$ cat src/hdl/vnrt_pkg.sv
// Shared constants and types for the value noise rock texel generator.
`timescale 1ns / 1ps

package vnrt_pkg;

    localparam logic [31:0] HASH_MUL_X = 32'd374761393;
    localparam logic [31:0] HASH_MUL_Y = 32'd668265263;
    localparam logic [31:0] HASH_MIX   = 32'd1274126177;

    localparam logic [7:0] RED_LO   = 8'd38;
    localparam logic [7:0] RED_HI   = 8'd178;
    localparam logic [7:0] GREEN_LO = 8'd34;
    localparam logic [7:0] GREEN_HI = 8'd166;
    localparam logic [7:0] BLUE_LO  = 8'd30;
    localparam logic [7:0] BLUE_HI  = 8'd150;

    localparam logic [3:0] SIZE_LOG2_RESET = 4'd8;

    // Lowest lattice frequency is 4, so octave o has o + 2 lattice bits.
    localparam int BASE_FREQ_LOG2 = 2;

    // Per-stage load enables of the pipeline.
    typedef struct packed {
        logic s2;
        logic s3;
        logic s4;
        logic s5;
        logic s6;
        logic s7;
        logic s8;
    } adv_t;

endpackage

$ cat src/hdl/vnrt_tint.sv
// Octave sum with saturation, then the grey tint of the three colour channels.
`timescale 1ns / 1ps

module vnrt_tint #(
    parameter int OCTAVE_COUNT = 5
) (
    input  logic                               aclk,
    input  vnrt_pkg::adv_t                     adv,
    input  logic [OCTAVE_COUNT-1:0][15:0]      oct_val,
    output logic [7:0]                         red,
    output logic [7:0]                         green,
    output logic [7:0]                         blue
);

    localparam int SUM_W = 16 + $clog2(OCTAVE_COUNT + 1);

    function automatic logic [7:0] tint(input logic [7:0] lo, input logic [7:0] hi,
                                        input logic [15:0] n);
        logic [23:0] prod;
        prod = 24'(hi - lo) * 24'(n);
        return lo + prod[23:16];
    endfunction

    logic [SUM_W-1:0] total;
    logic [15:0]      sum_reg;
    logic [7:0]       red_reg, green_reg, blue_reg;

    always_comb begin
        total = '0;
        for (int i = 0; i < OCTAVE_COUNT; i++) begin
            total = total + SUM_W'(oct_val[i]);
        end
    end

    always_ff @(posedge aclk) begin
        if (adv.s7) begin
            sum_reg <= (total > SUM_W'(16'hffff)) ? 16'hffff : total[15:0];
        end
        if (adv.s8) begin
            red_reg   <= tint(vnrt_pkg::RED_LO, vnrt_pkg::RED_HI, sum_reg);
            green_reg <= tint(vnrt_pkg::GREEN_LO, vnrt_pkg::GREEN_HI, sum_reg);
            blue_reg  <= tint(vnrt_pkg::BLUE_LO, vnrt_pkg::BLUE_HI, sum_reg);
        end
    end

    assign red   = red_reg;
    assign green = green_reg;
    assign blue  = blue_reg;

endmodule

$ cat config.mk
export PLATFORM = sky130hd
export DESIGN_NAME = vnrt_tint
export DESIGN_NICKNAME = d
export VERILOG_FILES = /design/src/hdl/vnrt_pkg.sv /design/src/hdl/vnrt_tint.sv
export SDC_FILE = /design/constraint.sdc
export NUM_CORES = 1
export LEC_CHECK = 0
export BUFFER_PORTS_ARGS = -buffer_cell sky130_fd_sc_hd__buf_2
export CORE_MARGIN = 5
export CORE_UTILIZATION = 47
export CTS_CLUSTER_DIAMETER = 60
export DETAILED_ROUTE_END_ITERATION = 16
export PLACE_DENSITY_LB_ADDON = 0.08
export SETUP_SLACK_MARGIN = 0.2
export SKIP_LAST_GASP = 1
export SYNTH_ARGS = -nofsm -noshare
export SYNTH_HDL_FRONTEND = slang
export SYNTH_SLANG_ARGS = --single-unit
$ cat constraint.sdc
create_clock -name aclk -period 10.3 [get_ports aclk]
set_input_delay 2.575 -clock aclk [delete_from_list [all_inputs] [get_ports aclk]]
set_output_delay 2.575 -clock aclk [all_outputs]
set_load 0.02 [all_outputs]
==> results.json <==
{
  "min_path_type": "reg -> reg",
  "synthTopCellsByCount": "206 x inv_1, 119 x ha_1, 86 x fa_1",
  "hp-start": "sum_reg[14]",
  "endpoint_kind": "flop",
  "outcome": "complete, no violations",
  "finalHoldViolCount": 0,
  "n_fill_cell": 1412,
  "cts_inserted_buffers": 5,
  "drt_iter0_markers": 201,
  "grt_usage_pct": 16.5,
  "drt_wl_total_um": 13900,
  "fin_cells": 1083,
  "portBuffers": 106,
  "ys.flop_type": "edfxtp_1",
  "die-area_um2": 18200,
  "synthToLayoutAreaGrowth_pct": 12.2,
  "rows": 45,
  "critPathLaunchType": "input pin",
  "finalSetupViolCount": 0,
  "worstMarginPinSlew_ns": 0.890,
  "synth_area_um2": 7330,
  "ios": 112,
  "wl_per_cell_um": 12.9,
  "hpwlAfterDp_um": 11700,
  "drv_cap": 0,
  "fmax_ghz": 0.149,
  "antenna_found_initial": 0,
  "yosys.area.top_type": "fa_1",
  "cts_setup_buffers": 0,
  "synthArstFlopShare_pct": 0,
  "largest_reg_flops": 16,
  "routed-via-count": 5433,
  "skew_ns": 0.0108,
  "drcViolationCount": 0,
  "r2r_cells": 16,
  "setup_tns_ns": 0,
  "via_per_inst": 5.02,
  "timing.final.crit_share_pct": 65.1,
  "relSlewSlack_pct": 40.6,
  "grt_pass1_vias": 5786,
  "syn_area_per_cell_um2": 9.57,
  "grt_max_degree": 26,
  "hold_buffers": 0,
  "synth_cell_types": 69,
  "cts_resized": 0,
  "rsz0062_at_grt": "false",
  "min_delay_path_depth": 2,
  "dp.cells": 1075,
  "ys_ff_latch": 40,
  "yosysTopAreaCellShare_pct": 23.5,
  "grt_pass1_wl_um": 25100,
  "ant_nets": 0,
  "r2r-start": "sum_reg[9]",
  "cts_max_level": 2,
  "start_util_pct": 48.1,
  "path_clk_slew_ns": 0.06,
  "place_ws_ns": 3.30,
  "synth_area_leaders": "fa_1 23%, ha_1 20%, edfxtp_1 16%, inv_1 11%, xnor2_1 3.0%",
  "synthesis.nets": 1059,
  "critPathKind": "in -> reg",
  "diodes": 0,
  "cts_tree": "built",
  "synth_warnings": 0,
  "synthCells": 766,
  "worstPathArrival_ns": 6.70,
  "grt_overflow": 0,
  "drt_pass1_iterations": 4,
  "die_h_um": 135,
  "startpoint": "oct_val[3]",
  "layout_setup_ws_ns": 3.59,
  "synth-edff-count": 40,
  "synth.most_common_cell": "inv_1",
  "gp_congestion": 0.811,
  "layout-drive-gt1-share_pct": 15.9,
  "ys_seq_area_share_pct": 16.4,
  "nets": 1164,
  "fp.dieW_um": 135,
  "crit_required_ns": 10.29,
  "clock_sinks": 40,
  "slew_viol_final": 0,
  "cp_max_fo": 15,
  "clk_latency_ns": 0.29,
  "coreArea_um2": 15300,
  "cts-root-buf": "clkbuf_16",
  "min_period_ns": 6.71,
  "clock_path_buffers": 2
}
cells by family after synthesis:
family,after synthesis,share of synthesized area [%]
buf+inv,217,11.3
fa+ha+maj,205,43.8
simple gates,143,10.9
compound gates,118,12.3
flops,40,16.4
xor+xnor,37,4.42
mux,6,0.819
per-layer routing:
layer  track usage (%)  vias up  wire (um)
met5                 0        -          0
li1                  -     2746          -
met4              3.85        0        205
met1              21.4     2555       6190
met3              2.38       13        557
met2              29.1      119       6990
worst max-delay path, stage by stage:
cell       delay [ns]
buf_2            0.07
inv_1            0.05
fa_1             0.53
inv_1            0.05
fa_1             0.51
inv_1            0.05
fa_1             0.49
inv_1            0.04
ha_1             0.32
nor2b_1          0.14
o21a_1           0.17
o21ai_1          0.18
a21oi_1          0.13
o221ai_1         0.39
o2111ai_1        0.27
o221ai_4         0.55
o211ai_1         0.17
through the flow:
step	util (%)	instance area [um^2]	hold WS [ns]
after CTS	53.9	8230	0.888
final	53.9	8230	0.880
after global placement	53.0	8090	0.867
after global routing	53.9	8230	0.945
after floorplan	-	7330	1.00
after detailed placement	53.0	8090	0.869
worst paths after layout:
| check | end | slack (ns) |
|---|---|---|
| worst min register to register | green[5] | 0.88 |
| worst max register to register | red[7] | 5.75 |
| worst max-delay path | sum_reg[12] | 3.59 |
| worst min-delay path | green[5] | 0.88 |
area by class of cell:
cell class	count	area, um^2	share of cell area, %
sequential	40	1200	14.6
inverter	207	777	9.44
clock buffer	7	133	1.61
timing repair buffer	108	546	6.63
clock inverter	1	8.76	0.106
tap	211	264	3.21
multi-input combinational	509	5300	64.4
cell usage in the layout, fill, tap and decap left out, types with 4 or more instances in the layout:
| cell | n |
|---|---|
| inv_1 | 206 |
| ha_1 | 119 |
| buf_2 | 106 |
| fa_1 | 86 |
| edfxtp_1 | 40 |
| nor2_1 | 32 |
| a21oi_1 | 27 |
| xnor2_1 | 25 |
| nand2_1 | 21 |
| nand3_1 | 17 |
| o21ai_0 | 14 |
| nor3_1 | 13 |
| a21o_1 | 12 |
| xor2_1 | 12 |
| o21a_1 | 10 |
| and3_1 | 8 |
| mux2i_1 | 6 |
| nand3_2 | 6 |
| or3_1 | 5 |
| nor4_1 | 5 |
| a211oi_1 | 5 |
| clkbuf_16 | 5 |
| o21ai_1 | 4 |
| and4b_1 | 4 |
| nor2b_1 | 4 |
| o211ai_1 | 4 |
| nand2_2 | 4 |
Power is left out: the tool's default activity adds up to more than one toggle a clock period on the data nets, which glitch-free logic cannot reach.
